[src/opv_pkg.sv]
// Shared constants and types for the orthogonal pair of vectors unit.
package opv_pkg;

   // Default word width of every vector component (signed fixed point)
   localparam int DEF_WORD_BITS = 32;

   // Sign and special-case flags carried beside the data down the pipeline
   typedef struct packed {
      logic x_neg;
      logic y_neg;
      logic z_neg;
      logic r_neg;
      logic xy_zero;
      logic z_zero;
   } dir_flags_type;

endpackage

[src/opv_div.sv]
// Pipelined restoring divider, 2W-bit dividend by W-bit divisor, one quotient bit per stage.
module opv_div #(
   parameter int W = opv_pkg::DEF_WORD_BITS
) (
   input  logic           clock,
   input  logic           en,
   input  logic [2*W-1:0] num,
   input  logic [W-1:0]   den,
   output logic [W-1:0]   quo
);

   // quotient is known to fit W bits, so the high half starts below den
   logic [W-1:0] rem_ff [W];
   logic [W-1:0] low_ff [W];
   logic [W-1:0] quo_ff [W];
   logic [W-1:0] den_ff [W];

   for (genvar k = 0; k < W; k++) begin : g_stage
      logic [W-1:0] rem_src;
      logic [W-1:0] low_src;
      logic [W-1:0] quo_src;
      logic [W-1:0] den_src;
      logic [W:0]   trial;
      logic [W:0]   diff;

      if (k == 0) begin : g_first
         assign rem_src = num[2*W-1:W];
         assign low_src = num[W-1:0];
         assign quo_src = '0;
         assign den_src = den;
      end else begin : g_next
         assign rem_src = rem_ff[k-1];
         assign low_src = low_ff[k-1];
         assign quo_src = quo_ff[k-1];
         assign den_src = den_ff[k-1];
      end

      assign trial = {rem_src, low_src[W-1]};
      assign diff  = trial - {1'b0, den_src};

      always_ff @(posedge clock) begin
         if (en) begin
            low_ff[k] <= low_src << 1;
            den_ff[k] <= den_src;
            if (trial >= {1'b0, den_src}) begin
               rem_ff[k] <= diff[W-1:0];
               quo_ff[k] <= {quo_src[W-2:0], 1'b1};
            end else begin
               rem_ff[k] <= trial[W-1:0];
               quo_ff[k] <= {quo_src[W-2:0], 1'b0};
            end
         end
      end
   end

   assign quo = quo_ff[W-1];

endmodule

[config.mk]
export PLATFORM = sky130hd
export DESIGN_NAME = opv_div
export DESIGN_NICKNAME = d
export VERILOG_FILES = /design/src/opv_pkg.sv /design/src/opv_div.sv
export SDC_FILE = /design/constraint.sdc
export NUM_CORES = 2
export LEC_CHECK = 0
export BUFFER_PORTS_ARGS = -buffer_cell sky130_fd_sc_hd__buf_4
export CORE_MARGIN = 10
export CORE_UTILIZATION = 50
export CTS_CLUSTER_SIZE = 8
export DETAILED_ROUTE_END_ITERATION = 8
export PLACE_DENSITY = 0.7
export SLEW_MARGIN = 10
export SYNTH_ARGS = -nofsm -noshare
export SYNTH_HDL_FRONTEND = slang
export SYNTH_SLANG_ARGS = --single-unit
export TNS_END_PERCENT = 100
[constraint.sdc]
create_clock -name clock -period 12.9 [get_ports clock]
set_clock_uncertainty 0.2 [all_clocks]
set_input_delay 2.58 -clock clock [delete_from_list [all_inputs] [get_ports clock]]
set_output_delay 2.58 -clock clock [all_outputs]
set_load 0.005 [all_outputs]
==> impl_results.md <==
- Antenna-violating nets left: 0
- Top cells by area, synth: edfxtp_1 58%, ha_1 8.2%, a21oi_1 3.3%
- #FFs+latches synth: about 3000
- Most common cell in the synthesized netlist: edfxtp_1
- Setup WS pre-CTS: roughly 6200 ps
- Via density: ~5.7
- Layout cell share with drive strength beyond 1: under 10%
- Fmax: 174.8 MHz
- Worst IR drop on VDD: between 0.1 and 0.15 mV
- Number of hold buffers added after cts: 0
- Minimum clock period: 5720 ps
- Endpoints failing hold: 0
- Die footprint: around 330000 um2
- Layout area overhead: 10.85%
- H-Tree Depth: 5
- Maximum clock insertion buffer count: 4
- Area occupied by multi-input gates: 59300 um2
- Critical path arrival: 6190 ps
- Cell Count, Final, Fillers Out: approximately 17000
- CTS Sinks: approximately 3000
- CP max-delay cell: a21oi_4
- Core region area: a little over 300000 um2
- Switching Power: ~15 mW
- Static Leak: ~69 nW
- Clk Latency, worst-skew pair: slightly below 1000 ps
- RSZ-0062 raised after global routing: no
- Top fanout value on the critical path: 21
- Delay-heaviest family, CP: compound AO/OA/AOI/OAI gates
- Worst Path Buf+Inv: 2
- Seq pwr share: 36.7%
- DP Cell Count: between 15000 and 20000
- DRC viols: 0
- Final max-slew violation count: 0
- Power per Cell Area: 244.7 nW/um2
- DP Wirelength: around 250 mm
- Fillers: between 20000 and 30000
- Initial DRC Count: 8130
- # rows: around 200
- Post-CTS setup buffers: 0
- Non-Filler Cell Area, Final: between 150000 and 200000 um2
- Hold Path Class: register to register
- Yosys top cell area share: 58.04%
- Die W: 577.8 um
- Post-Route WL: about 350 mm
- R2R setup slack: ~7900 ps
- Startpoint Class: input pin
- Setup ws final: between 7000 and 8000 ps
- First-pass GRT wire length: between 500 and 600 mm
- Wire per inst: between 20 and 25 um
- Gr usage total: between 20 and 25%
- Initial Utilization: between 50% and 60%
- Max-cap viol count: 0
- Top post-synthesis cells by count: 3007 x edfxtp_1, 1297 x inv_1, 1039 x a21oi_1
- Crit path cell chain: buf_4 -> ha_1 -> a2111o_1 -> o2111ai_1 -> a21oi_1 -> o221ai_1 -> a21oi_1 -> nor3_1 -> o311ai_0 -> a21oi_4 -> buf_4 -> mux2_2
- Least-Margin Pin Slew: 1122 ps
- Cells after synthesis: between 10000 and 15000
- Main synth FF type: edfxtp_1
- Gates resized, CTS repair: 0
- Reg2Reg Depth: 14
- Synth Net Count: 13930
- Synth async-reset ratio: 0%
- Register area: between 90000 and 100000 um2
- Final Setup Violations: 0
- Seq/Total Area, Yosys: 58.05%
- Vias in the first global route: between 90000 and 100k
- CP required: between 10000 and 15000 ps
- Slew Limit Headroom: around 25%
- Clk slew on worst S/H paths: ~50 ps
- Setup CP Type: input pin to register
- CTS root buffer: clkbuf_16
- Combinational power share: 40.3%
- CP max stage delay: 510 ps
- Largest net degree at the start of global routing: between 150 and 200
- Min Hold Slack: between 150 and 200 ps
- Crit path capture type: register
- Period utilisation layout: about 44%
- DRT Pass-1 Iters: 6
- Count of cell types in the netlist: 99
- Port buffer count: 129
- Sw Share: roughly a third
- Syn avg cell area: ~12 um2
- Internal power: around 27 mW
- IO Count: 130
- Post-DP Area: ~160000 um2
- DR vias: 97710
- Yosys Warn Count: 0
- Clock power share: between 20% and 30%
- Cell taking the most area after synthesis: edfxtp_1
- GP Congestion: slightly below 0.9
- Chip height: just under 600 um
- Cell depth of the worst setup path: 12
- Post-synthesis cell area: about 160000 um2
- Total CTS buffers: around 420
- GR Overflow Total: 0
- Setup tns final: 0 ps
- Outcome: complete, no violations
- Hold depth: 0
- CTS tree: done
- Nets: 14250
- Number of synthesized flops with an enable pin: around 3000
- Antenna violations before repair: 6
==> through the flow <==
stage	power, mW	util, %
after CTS	42.36	55.74
after floorplan	28.13	-
after global placement	32.18	52.12
final	42.21	55.75
after global routing	44.95	55.74
after detailed placement	32.40	52.12
==> power by group through the flow <==
stage          Sequential, mW  Clock, mW  Combinational, mW
2_1_floorplan            14.7          0               13.4
3_3_place_gp             15.7          0               16.5
3_5_place_dp             15.7          0               16.7
4_1_cts                  15.5       9.96               16.9
5_1_grt                  15.7       10.4               18.9
6_report                 15.5       9.71               17.0
==> logic make-up after synthesis <==
kind of cell    after synthesis  synth area share (%)
compound gates             3165                 13.00
xor+xnor                    827                 4.656
flops                      3008                 58.05
mux                         511                 3.743
fa+ha+maj                  1055                 8.634
simple gates               2614                 7.992
buf+inv                    1592                 3.922
==> path summary, 6_finish.rpt <==
path                                startpoint             end
worst max register to register  low_ff[0][247]  rem_ff[0][286]
worst min-delay path            quo_ff[1][423]  quo_ff[1][456]
worst min register to register  quo_ff[1][423]  quo_ff[1][456]
worst max-delay path                   num[37]    rem_ff[0][4]
==> registers in the layout, summed over array words and instances, names as in the netlist <==
| signal | flops |
|---|---|
| quo_ff | 528 |
| rem_ff | 992 |
| den_ff | 992 |
| low_ff | 496 |
==> cell usage in the layout, fill, tap and decap left out, types with 26 or more instances in the layout <==
cell / count
nand3_1: 188
nor3_1: 138
o21a_1: 116
nand2b_1: 124
or3_1: 43
buf_4: 194
xor2_1: 318
and3_1: 89
mux2_2: 448
o21bai_1: 134
o31ai_1: 59
clkbuf_1: 28
a31o_2: 35
nor2_1: 792
xnor2_1: 509
ha_1: 1024
a221oi_1: 38
fa_1: 31
o211ai_1: 44
edfxtp_1: 3007
clkbuf_16: 417
mux2i_1: 29
inv_1: 1296
a21oi_1: 1036
a211oi_1: 93
or2_2: 28
a31oi_1: 98
a21boi_0: 35
o31a_1: 26
a21o_1: 522
nor2b_1: 128
mux2_4: 28
a211o_1: 31
and2_1: 49
nand2_1: 701
nor4_1: 33
o21ai_0: 620
nand4_1: 186
==> cell type report <==
class	instances	share of cell area, %
multi-input cells	8172	34.38
diodes	3	0.004353
inverters	1299	2.827
flip-flops and latches	3008	52.37
clock buffers	445	6.112
repair buffers	201	0.9301
clock inverters	29	0.3816
well taps	4120	2.989
==> routing by layer <==
metal | global-route usage, % | share of wire (%)
met5 | 0 | 0.0020
met4 | 6.049 | 3.2
met3 | 2.657 | 4.7
met2 | 35.12 | 49
met1 | 26.55 | 43
No activity file was read; power rests on OpenSTA's default activity.
