### src/opv_pkg.sv
// Shared constants and types for the orthogonal pair of vectors unit.
package opv_pkg;

   // Default word width of every vector component (signed fixed point)
   localparam int DEF_WORD_BITS = 32;

   // Sign and special-case flags carried beside the data down the pipeline
   typedef struct packed {
      logic x_neg;
      logic y_neg;
      logic z_neg;
      logic r_neg;
      logic xy_zero;
      logic z_zero;
   } dir_flags_type;

endpackage

### src/opv_delay.sv
// Shift line that carries a valid bit and side data beside a pipelined unit.
module opv_delay #(
   parameter int WIDTH = 8,
   parameter int DEPTH = opv_pkg::DEF_WORD_BITS
) (
   input  logic             clock,
   input  logic             reset,
   input  logic             en,
   input  logic             in_valid,
   input  logic [WIDTH-1:0] in_data,
   output logic             out_valid,
   output logic [WIDTH-1:0] out_data
);

   logic             valid_ff [DEPTH];
   logic [WIDTH-1:0] data_ff  [DEPTH];

   // valid bits, cleared by reset
   always_ff @(posedge clock) begin
      if (reset) begin
         for (int i = 0; i < DEPTH; i++) begin
            valid_ff[i] <= 1'b0;
         end
      end else if (en) begin
         valid_ff[0] <= in_valid;
         for (int i = 1; i < DEPTH; i++) begin
            valid_ff[i] <= valid_ff[i-1];
         end
      end
   end

   // payload taps
   always_ff @(posedge clock) begin
      if (en) begin
         data_ff[0] <= in_data;
         for (int i = 1; i < DEPTH; i++) begin
            data_ff[i] <= data_ff[i-1];
         end
      end
   end

   assign out_valid = valid_ff[DEPTH-1];
   assign out_data  = data_ff[DEPTH-1];

endmodule

### config.mk
export PLATFORM = sky130hd
export DESIGN_NAME = opv_delay
export DESIGN_NICKNAME = d
export VERILOG_FILES = /design/src/opv_pkg.sv /design/src/opv_delay.sv
export SDC_FILE = /design/constraint.sdc
export NUM_CORES = 1
export LEC_CHECK = 0
export BUFFER_PORTS_ARGS = -buffer_cell sky130_fd_sc_hd__buf_2
export CORE_ASPECT_RATIO = 1.1
export CORE_UTILIZATION = 43
export DETAILED_ROUTE_END_ITERATION = 6
export PLACE_DENSITY_LB_ADDON = 0.15
export SLEW_MARGIN = 15
export SYNTH_ARGS = -nofsm -noshare
export SYNTH_HDL_FRONTEND = slang
export SYNTH_SLANG_ARGS = --single-unit
### constraint.sdc
create_clock -name clock -period 2.09 [get_ports clock]
set_clock_uncertainty 0.15 [all_clocks]
set_input_delay 0.3135 -clock clock [delete_from_list [all_inputs] [get_ports clock]]
set_output_delay 0.3135 -clock clock [all_outputs]
set_load 0.01 [all_outputs]
==> qor_table.md, run 1 <==
| Quantity | Value |
|:---|:---|
| Number of nets in the synthesized netlist | 345 |
| Worst EP arrival | 1.10 ns |
| Via count of the first global-routing pass | 3117 |
| Detailed Place HPWL | 4220 µm |
| Slack of the critical path | 0.529 ns |
| Worst setup path class | flop to output port |
| Sort of element at the end of the critical path | output port |
| Vertical die dimension | 154 µm |
| Worst supply voltage drop on vdd | 0.674 mV |
| Area overhead of the layout relative to synthesis | 15.9% |
| Total of warnings raised by yosys | 0 |
| Peak per-stage delay on the critical path | 0.41 ns |
| Max capacitance violation total | 0 |
| Quantity of I/O buffers inserted on ports | 20 |
| Mapped Area | 8990 µm² |
| Worst-path cell with the longest stage delay | sky130_fd_sc_hd__edfxtp_1 |
| Top-Level Pins | 21 |
| Largest area contributor in the synthesized netlist | sky130_fd_sc_hd__edfxtp_1 |
| Transition time of the tightest slew-check pin | 0.444 ns |
| Worst hold path stage count | 1 |
| Die Span X | 140 µm |
| Slew headroom | 0.704 |
| Drt via density | 4.62 |
| Mean routed wirelength per cell | 14.8 µm |
| Area share of and/or/nand/nor cells after synthesis | 0.0280 |
| Drt first-iter violations | 193 |
| Post-synthesis compound-gate area fraction | 0 |
| Run status | finished, final reports clean |
| Grt ovf | 0 |
| Main combinational cell family by area after synthesis | simple AND/OR/NAND/NOR gates |
| Number of buffers created by CTS | 29 |
| Final Core Density | 0.508 |
| Register-to-Register Setup Slack | 1.12 ns |
| Number of pins with negative max-slew slack in the final report | 0 |
| Post-Layout Cell Count | 667 |
| Gate count of the mapped netlist | 333 |
| Via count | 3083 |
| Hold worst-path end | data_ff[0][6] |
| Pin count of the biggest net entering global routing | 80 |
| Antenna violation net count after detailed routing | 0 |
| Register area share after synthesis | 0.962 |
| Worst min path class | primary input to flop |
| Required time of the critical path | 1.63 ns |
| Worst flop-to-flop path startpoint | valid_ff[1][2] |
| Cell count of the worst reg-to-reg path | 1 |
| Dominant cells by area after synthesis | sky130_fd_sc_hd__edfxtp_1, sky130_fd_sc_hd__and3b_1, sky130_fd_sc_hd__nor2b_1 |
| Area of the placeable core | 20500 µm² |
| Final hold vios | 0 |
| Multiplexer area fraction after synthesis | 0 |
| Fmax | 0.641 GHz |
| Start point of the worst hold path | en |
| Antenna violations before repair | 0 |
| TritonCTS clock tree | done |
| Maximum count of clock buffers along a single path | 3 |
| Synth unique cells | 7 |
| Ordered list of cells on the worst path | buf_2 |
| ANT cells | 0 |
| Post-synthesis sequential element count | 288 |
| Clock tree sinks | 288 |
| Starting density of the core | 0.438 |
| Floorplan die area | 21500 µm² |
| Critical Path Fanout Max | 1 |
| Final critical delay including setup and external delays | 1.56 ns |
| Drt drc | 0 |
| Top-area cell type share of the netlist area | 0.962 |
| Crit start category | flop |
| Global placement routability congestion | 0.644 |
| Buffer type at the clock tree root | sky130_fd_sc_hd__clkbuf_16 |
| RSZ-0062 raised after global routing | no |
| Net total in the final layout | 400 |
| Ratio of total power to cell area | 1140 nW/µm² |
| Placed cell count | 604 |
| Number of cell rows | 55 |
| Clock-pin slew reported for the worst setup and hold paths after clock tree synthesis | 0.06 ns |
| Number of detailed-routing iterations run before antenna repair | 4 |
| Count of filler cells inserted in the layout | 1614 |
| Crit share post-route | 0.747 |
| Pre-CTS setup slack | 0.490 ns |
| Leakage | 3.64 nW |
| Critical register-to-register path endpoint | valid_ff[1][3] |
| Syn avg cell area | 27.0 µm² |
| Number of levels the H-tree was split into | 1 |
| Fraction of the mapped netlist area in adder cells | 0 |
| Global-route usage over all layers | 0.0966 |
| Critical path buffer and inverter count | 1 |
| Final setup violating endpoints | 0 |
| Crit-path leading delay family | flip-flops |
| Sum Neg Setup Slack | 0 ns |
| Global-route wire length before repair | 16500 µm |
| Sum of routed wire length over all layers | 9860 µm |
| Share of cells above drive strength 1 | 0.163 |
| Clock latency on the worst-skew pair | 0.53 ns |
| XOR/XNOR Fraction of Synth Area | 0 |
-- layout make-up --
type,instances,area [µm²],area share
Tap cell,256,320,0.0307
Clock buffer,34,744,0.0715
Clock inverter,20,150,0.0144
Multi-Input combinational cell,33,251,0.0241
Sequential cell,288,8650,0.830
Timing Repair Buffer,36,303,0.0291
-- layout by cell type (no fill, tap or decap) --
cell type	synthesis	routed
sky130_fd_sc_hd__edfxtp_1	288	288
sky130_fd_sc_hd__clkbuf_16	0	29
sky130_fd_sc_hd__buf_2	2	19
sky130_fd_sc_hd__and3b_1	18	18
sky130_fd_sc_hd__nor2b_1	14	14
sky130_fd_sc_hd__clkinv_1	0	9
sky130_fd_sc_hd__dlygate4sd3_1	0	9
sky130_fd_sc_hd__clkinv_2	0	6
sky130_fd_sc_hd__clkbuf_1	0	5
sky130_fd_sc_hd__buf_12	0	4
sky130_fd_sc_hd__buf_4	9	3
sky130_fd_sc_hd__inv_6	0	2
sky130_fd_sc_hd__bufinv_16	0	2
sky130_fd_sc_hd__or2_1	1	1
sky130_fd_sc_hd__clkinv_4	0	1
sky130_fd_sc_hd__buf_8	0	1
-- layer usage --
layer	wire length, µm	share of wire	track usage
met1	5000	0.51	0.144
met2	4070	0.41	0.131
met3	484	0.049	0.0265
met4	313	0.032	0.0471
met5	0	0	0
-- worst max-delay path by stage --
stage,from,endpoint,slack (ns),cells after the start
5_1_grt,data_ff[3][59],out_data[3],0.48,1
3_3_place_gp,reset,valid_ff[1][5],0.52,3
3_5_place_dp,en,data_ff[3][57],0.49,2
6_report,data_ff[3][59],out_data[3],0.53,1
2_1_floorplan,reset,valid_ff[0][0],0.30,2
4_1_cts,data_ff[3][59],out_data[3],0.49,1
-- kinds of logic after synthesis --
logic type,after synthesis
buffers and inverters,12
and+or+nand+nor,33
DFF,288
-- per-stage QoR --
| stage | instance area, µm² | power, W | hold WS, ns |
|---|---|---|---|
| floorplan | 8990 | 0.00696 | 0.250 |
| global placement | 9430 | 0.00711 | 0.252 |
| detailed placement | 9430 | 0.00713 | 0.255 |
| CTS | 10400 | 0.0120 | 0.0218 |
| global route | 10400 | 0.0123 | 0.0283 |
| finish | 10400 | 0.0118 | 0.0313 |
-- state kept, by name, indices dropped and copies added (netlist names) --
register	flops
valid_ff	32
data_ff	256
-- where the power goes --
group	internal [W]	total, W	switching [W]
Sequential	0.00674	0.00682	0.0000824
Clock	0.00279	0.00481	0.00202
Combinational	0.0000621	0.000197	0.000134
-- what timing repair did --
action / in CTS / in global routing
buffers inserted: 0 / 0
hold buffers: 9 / 0
gates resized for setup: 0 / 0
hold endpoints to repair: 9 / 0
-- synth_stat cells --
| cell type | instances |
|---|---|
| sky130_fd_sc_hd__buf_6 | 1 |
| sky130_fd_sc_hd__and3b_1 | 18 |
| sky130_fd_sc_hd__buf_2 | 2 |
| sky130_fd_sc_hd__buf_4 | 9 |
| sky130_fd_sc_hd__nor2b_1 | 14 |
| sky130_fd_sc_hd__or2_1 | 1 |
| sky130_fd_sc_hd__edfxtp_1 | 288 |
Note: power is estimated with default switching activity, not from simulation.
==> run 2: changes to the inputs <==
- clock period: 2.09 -> 1.6 ns (I/O delays scaled with it)
==> run 2 against run 1 <==
Critical path depth did not move. Die area unchanged. Cell area is 0.11% lower. Highest routed layer unchanged.
==> qor_table.md, run 2 (same netlist as run 1, synthesis figures left out) <==
| Quantity | Value | vs previous |
|:---|:---|:---|
| Multi-input combinational cell area | 251 µm² | unchanged |
| Ordered list of cells on the worst path | buf_2 |  |
| Net total in the final layout | 403 | +0.75% |
| Global-route wire length before repair | 16800 µm | +1.6% |
| Crit-path leading delay family | flip-flops |  |
| Share of cells above drive strength 1 | 0.167 | +0.00446 |
| Area of the placeable core | 20500 µm² | unchanged |
| Crit share post-route | 0.937 |  |
| Mean routed wirelength per cell | 14.7 µm | -0.34% |
| Drt via density | 4.58 | -0.93% |
| Maximum count of clock buffers along a single path | 3 | unchanged |
| PnR Total Power | 0.0152 W | +29% |
| Sum of routed wire length over all layers | 9840 µm | -0.19% |
| Ratio of total power to cell area | 1460 nW/µm² | +29% |
| Die Span X | 140 µm | unchanged |
| Max capacitance violation total | 0 | unchanged |
| Drt first-iter violations | 223 | +16% |
| Top-Level Pins | 21 | unchanged |
| Floorplan die area | 21500 µm² | unchanged |
| Slew headroom | 0.751 | +0.0471 |
| Peak per-stage delay on the critical path | 0.42 ns | about the same |
| Register bank with the most flops | data_ff |  |
| Grt ovf | 0 | unchanged |
| Pin count of the biggest net entering global routing | 74 | -7.5% |
| Via count of the first global-routing pass | 3194 | +2.5% |
| Sum Neg Setup Slack | 0 ns | unchanged |
| Required time of the critical path | 1.21 ns | -0.42 ns |
| Crit start category | flop |  |
| Clock-pin slew reported for the worst setup and hold paths after clock tree synthesis | 0.06 ns | about the same |
| Transition time of the tightest slew-check pin | 0.374 ns | -0.0707 ns |
| Sort of element at the end of the critical path | output port |  |
| Drt drc | 0 | unchanged |
| Final hold vios | 0 | unchanged |
| Switching share of total power | 0.188 | -0.00124 |
| Met1 usage | 0.146 | +0.00206 |
| RSZ-0062 raised after global routing | no |  |
| Top library cells by usage in the layout, fill and taps aside | sky130_fd_sc_hd__edfxtp_1, sky130_fd_sc_hd__clkbuf_16, sky130_fd_sc_hd__buf_2, sky130_fd_sc_hd__and3b_1, sky130_fd_sc_hd__nor2b_1 |  |
| Critical path buffer and inverter count | 1 | unchanged |
| Combinational share of power | 0.017 | about the same |
| Number of buffers created by CTS | 29 | unchanged |
| Critical Path Fanout Max | 1 | unchanged |
| Worst setup path class | flop to output port |  |
| Worst hold slack | 0.128 ns | +0.0970 ns |
| Antenna violation net count after detailed routing | 0 | unchanged |
| Net switching component of the power | 0.00286 W | +28% |
| Worst supply voltage drop on vdd | 0.729 mV | +8.1% |
| Registers with the most flip-flops | data_ff (256), valid_ff (32) |  |
| # resized after CTS | 0 | unchanged |
| Final setup violating endpoints | 0 | unchanged |
| Fmax | 0.667 GHz |  |
| Number of detailed-routing iterations run before antenna repair | 4 | unchanged |
| Worst-path cell with the longest stage delay | sky130_fd_sc_hd__edfxtp_1 |  |
| Buffer type at the clock tree root | sky130_fd_sc_hd__clkbuf_16 |  |
| Final Core Density | 0.507 | -0.000549 |
| Global placement routability congestion | 0.629 | -2.4% |
| Clock Power Share | 0.397 | -0.010 |
| Global-route usage over all layers | 0.0981 | +0.00149 |
| Met3 usage in global routing | 0.0283 | +0.00187 |
| Clock tree sinks | 288 | unchanged |
| Count of filler cells inserted in the layout | 1634 | +1.2% |
| Starting density of the core | 0.438 | unchanged |
| Detailed Place HPWL | 4430 µm | +5.0% |
| Leakage | 3.63 nW | -0.25% |
| Clock latency on the worst-skew pair | 0.52 ns | about the same |
| Cell-internal power | 0.0123 W | +29% |
| Most Used Layer, Global Route | met1 |  |
| Vertical die dimension | 154 µm | unchanged |
| Met2 usage in global routing | 0.135 | +0.00357 |
| ANT cells | 0 | unchanged |
| Placed Area | 9450 µm² | +0.16% |
| Sequential group share of total power | 0.586 | +0.009 |
| Quantity of I/O buffers inserted on ports | 20 | unchanged |
| Antenna violations before repair | 0 | unchanged |
| Most frequent standard cell in the layout excluding fill and tap cells | sky130_fd_sc_hd__edfxtp_1 |  |
| Area overhead of the layout relative to synthesis | 15.8% |  |
| Number of levels the H-tree was split into | 1 | unchanged |
| Via count | 3059 | -0.78% |
| Worst EP arrival | 1.11 ns | about the same |
| Run status | finished, final reports clean |  |
| Final critical delay including setup and external delays | 1.50 ns |  |
| Number of cell rows | 55 | unchanged |
| Number of pins with negative max-slew slack in the final report | 0 | unchanged |
| Area of all sequential standard cells | 8650 µm² | unchanged |
| TritonCTS clock tree | done |  |
| Max FFs per register | 256 | unchanged |
| Final instance area | 10400 µm² | -0.11% |
| Worst min path class | primary input to flop |  |
-- run 2: final timing paths --
path | startpoint | endpoint | slack, ns | cells after the start
max reg2reg | valid_ff[1][0] | valid_ff[1][1] | 0.64 | 1
max | data_ff[3][63] | out_data[7] | 0.10 | 1
min | reset | valid_ff[0][4] | 0.13 | 3
min reg2reg | data_ff[0][59] | data_ff[1][3] | 0.26 | 0
-- run 2: power by group through the flow --
stage	clock network (W)	logic (W)	registers, W
finish	0.00603	0.000260	0.00891
global route	0.00654	0.000289	0.00896
CTS	0.00627	0.000269	0.00892
detailed placement	0	0.000252	0.00907
global placement	0	0.000239	0.00906
floorplan	0	0.0000715	0.00902
-- run 2: repair_timing --
item	CTS	global route
setup buffers	0	0
hold buffers	10	0
hold endpoints to repair	29	0
-- run 2: routing by layer --
| layer | wire (µm) | part of all wire |
|---|---|---|
| met1 | 4990 | 0.51 |
| met4 | 231 | 0.023 |
| met3 | 452 | 0.046 |
| met5 | 0 | 0 |
| met2 | 4160 | 0.42 |
-- run 2: final cells by class --
| type | count | share of cell area |
|---|---|---|
| Sequential cell | 288 | 0.831 |
| Clock buffer | 32 | 0.0708 |
| Timing Repair Buffer | 39 | 0.0315 |
| Tap cell | 256 | 0.0308 |
| Multi-Input combinational cell | 33 | 0.0242 |
| Clock inverter | 20 | 0.0117 |
-- run 2: stage by stage --
step | setup WS (ns) | instances
floorplan | 0.193 | 333
global placement | 0.241 | 606
detailed placement | 0.218 | 606
CTS | 0.0635 | 668
global route | 0.0512 | 668
finish | 0.102 | 668
==> run 3: changes to the inputs <==
==> constraint.sdc (replaced) <==
create_clock -name clock -period 1.6 [get_ports clock]
set_clock_uncertainty 0.15 [all_clocks]
set_input_delay 0.32 -clock clock [delete_from_list [all_inputs] [get_ports clock]]
set_output_delay 0.32 -clock clock [all_outputs]
set_load 0.01 [all_outputs]
==> run 3 against run 2 <==
Cell count is the same. Sequential power is essentially flat. Critical path type is now primary input to flop. Combinational power barely moved. Largest cell class unchanged. Routed wire length increased by 1.3%. Clock power grew 11%.
==> qor_table.md, run 3 (same netlist as run 1, synthesis figures left out) <==
| Quantity | Value | vs previous |
|:---|:---|:---|
| Clock-pin slew reported for the worst setup and hold paths after clock tree synthesis | 0.06 ns | about the same |
| Number of buffers created by CTS | 28 | -3.4% |
| Worst hold slack | 0.220 ns | +0.0914 ns |
| Sort of element at the end of the critical path | flop |  |
| Sum Neg Setup Slack | 0 ns | unchanged |
| Register-to-Register Setup Slack | 0.65 ns | about the same |
| Run status | finished, final reports clean |  |
| Grt ovf | 0 | unchanged |
| Mean routed wirelength per cell | 14.9 µm | +1.3% |
| Pre-CTS setup slack | 0.118 ns | -0.100 ns |
| Max capacitance violation total | 0 | unchanged |
| ANT cells | 0 | unchanged |
| Starting density of the core | 0.438 | unchanged |
| Drt via density | 4.62 | +0.95% |
| Share of cells above drive strength 1 | 0.172 | +0.00485 |
| Placed cell count | 607 | +0.17% |
| Net total in the final layout | 403 | unchanged |
| Maximum count of clock buffers along a single path | 3 | unchanged |
| Drt first-iter violations | 233 | +4.5% |
| Via count | 3088 | +0.95% |
| Worst-path cell with the longest stage delay | sky130_fd_sc_hd__dlygate4sd3_1 |  |
| Number of levels the H-tree was split into | 1 | unchanged |
| Slew headroom | 0.708 | -0.0428 |
| Fmax | 0.646 GHz | -3.2% |
| Slack of the critical path | 0.0520 ns | -0.0496 ns |
| Hold Buf Count CTS | 10 | unchanged |
| Transition time of the tightest slew-check pin | 0.438 ns | +0.0642 ns |
| Antenna violation net count after detailed routing | 0 | unchanged |
| Peak per-stage delay on the critical path | 0.56 ns | +0.14 ns |
| Top-Level Pins | 21 | unchanged |
| Worst EP arrival | 1.56 ns | +0.45 ns |
| Ordered list of cells on the worst path | dlygate4sd3_1 -> buf_8 -> buf_12 |  |
| Crit start category | primary input |  |
| Most frequent standard cell in the layout excluding fill and tap cells | sky130_fd_sc_hd__edfxtp_1 |  |
| Worst min path class | primary input to flop |  |
| Worst setup path class | primary input to flop |  |
| Via count of the first global-routing pass | 3152 | -1.3% |
| Global-route usage over all layers | 0.0979 | -0.000204 |
| Crit share post-route | 0.967 | +0.0310 |
| Quantity of I/O buffers inserted on ports | 20 | unchanged |
| Leakage | 3.67 nW | +1.1% |
| Hold worst-path end | valid_ff[1][15] |  |
| Crit-path leading delay family | buffers and inverters |  |
| Required time of the critical path | 1.61 ns | +0.40 ns |
| Post CTS Setup Buffer Count | 0 | unchanged |
| Buffer type at the clock tree root | sky130_fd_sc_hd__clkbuf_16 |  |
| Cell count of the worst reg-to-reg path | 1 | unchanged |
| Global-route wire length before repair | 16700 µm | -0.21% |
| Area overhead of the layout relative to synthesis | 16.8% |  |
| Critical path buffer and inverter count | 3 | +2 |
| Clock tree sinks | 288 | unchanged |
| Final critical delay including setup and external delays | 1.55 ns | +0.0496 ns |
| Floorplan die area | 21500 µm² | unchanged |
| Antenna violations before repair | 0 | unchanged |
| Registers with the most flip-flops | data_ff (256), valid_ff (32) |  |
| Vertical die dimension | 154 µm | unchanged |
| RSZ-0062 raised after global routing | no |  |
| Clock latency on the worst-skew pair | 0.52 ns | about the same |
| Sum of routed wire length over all layers | 9970 µm | +1.3% |
| Critical Path Fanout Max | 86 | +85 |
| Worst hold path stage count | 3 | unchanged |
| Worst supply voltage drop on vdd | 0.851 mV | +17% |
| Detailed Place HPWL | 4410 µm | -0.57% |
| Area of the placeable core | 20500 µm² | unchanged |
| Pin count of the biggest net entering global routing | 87 | +18% |
| TritonCTS clock tree | done |  |
| Die Span X | 140 µm | unchanged |
| Number of detailed-routing iterations run before antenna repair | 4 | unchanged |
| Number of pins with negative max-slew slack in the final report | 0 | unchanged |
| Start point of the worst hold path | reset |  |
| Register bank with the most flops | data_ff |  |
| Number of cell rows | 55 | unchanged |
| Final setup violating endpoints | 0 | unchanged |
| Critical register-to-register path endpoint | valid_ff[0][3] |  |
| Max FFs per register | 256 | unchanged |
| # resized after CTS | 0 | unchanged |
| Count of filler cells inserted in the layout | 1597 | -2.3% |
| Worst flop-to-flop path startpoint | valid_ff[0][2] |  |
| Post-Layout Cell Count | 668 | unchanged |
| Ratio of total power to cell area | 1510 nW/µm² | +3.4% |
| Top library cells by usage in the layout, fill and taps aside | sky130_fd_sc_hd__edfxtp_1, sky130_fd_sc_hd__clkbuf_16, sky130_fd_sc_hd__buf_2, sky130_fd_sc_hd__and3b_1, sky130_fd_sc_hd__nor2b_1 |  |
| Global placement routability congestion | 0.624 | -0.83% |
| Final hold vios | 0 | unchanged |
| Drt drc | 0 | unchanged |
-- run 3: cell count changes in the layout (fill, tap and decap cells not counted) --
cell	before	now
sky130_fd_sc_hd__clkinv_2	6	4
sky130_fd_sc_hd__bufinv_16	1	5
sky130_fd_sc_hd__buf_12	4	3
sky130_fd_sc_hd__inv_6	1	0
sky130_fd_sc_hd__clkbuf_1	3	2
sky130_fd_sc_hd__buf_4	5	7
sky130_fd_sc_hd__clkinv_1	10	9
-- run 3: how the worst max path moves through the flow --
stage                     cells after the start  slack, ns           start        endpoint
after global placement                        2       0.16              en  data_ff[3][35]
after detailed placement                      2       0.12              en  data_ff[3][27]
after CTS                                     1       0.05  data_ff[3][61]     out_data[5]
after floorplan                               2       0.11           reset  valid_ff[0][0]
final                                         3       0.05              en  data_ff[3][20]
after global routing                          3       0.01              en  data_ff[3][20]
-- run 3: cell type report --
class / instances / area (µm²) / area share
clock inverter: 20 / 219 / 0.0209
timing repair buffer: 40 / 323 / 0.0308
tap: 256 / 320 / 0.0305
sequential: 288 / 8650 / 0.824
multi-input combinational: 33 / 251 / 0.0240
clock buffer: 31 / 733 / 0.0699
-- run 3: per-layer routing --
layer	GRT usage	vias up	wire, µm
met3	0.0249	25	427
met2	0.128	54	4140
met1	0.153	1567	5120
li1	-	1442	-
met4	0.0429	0	278
met5	0	-	0
-- run 3: where the power goes --
part	total, W	switching, W	internal, W
clock	0.00668	0.00260	0.00408
sequential	0.00891	0.000109	0.00880
combinational	0.000261	0.000177	0.0000843
total	0.0159	0.00289	0.0130
-- run 3: stage by stage --
step / total power [W] / area (µm²) / util
floorplan: 0.00909 / 8990 / -
global placement: 0.00929 / 9440 / 0.460
detailed placement: 0.00931 / 9440 / 0.460
CTS: 0.0161 / 10500 / 0.512
global route: 0.0164 / 10500 / 0.512
finish: 0.0159 / 10500 / 0.512
-- run 3: tightest hold or removal path: cells and delay by family --
| family | cells | cell delay (ns) |
|---|---|---|
| and+or+nand+nor | 1 | 0.12 |
| buffers and inverters | 2 | 0.32 |
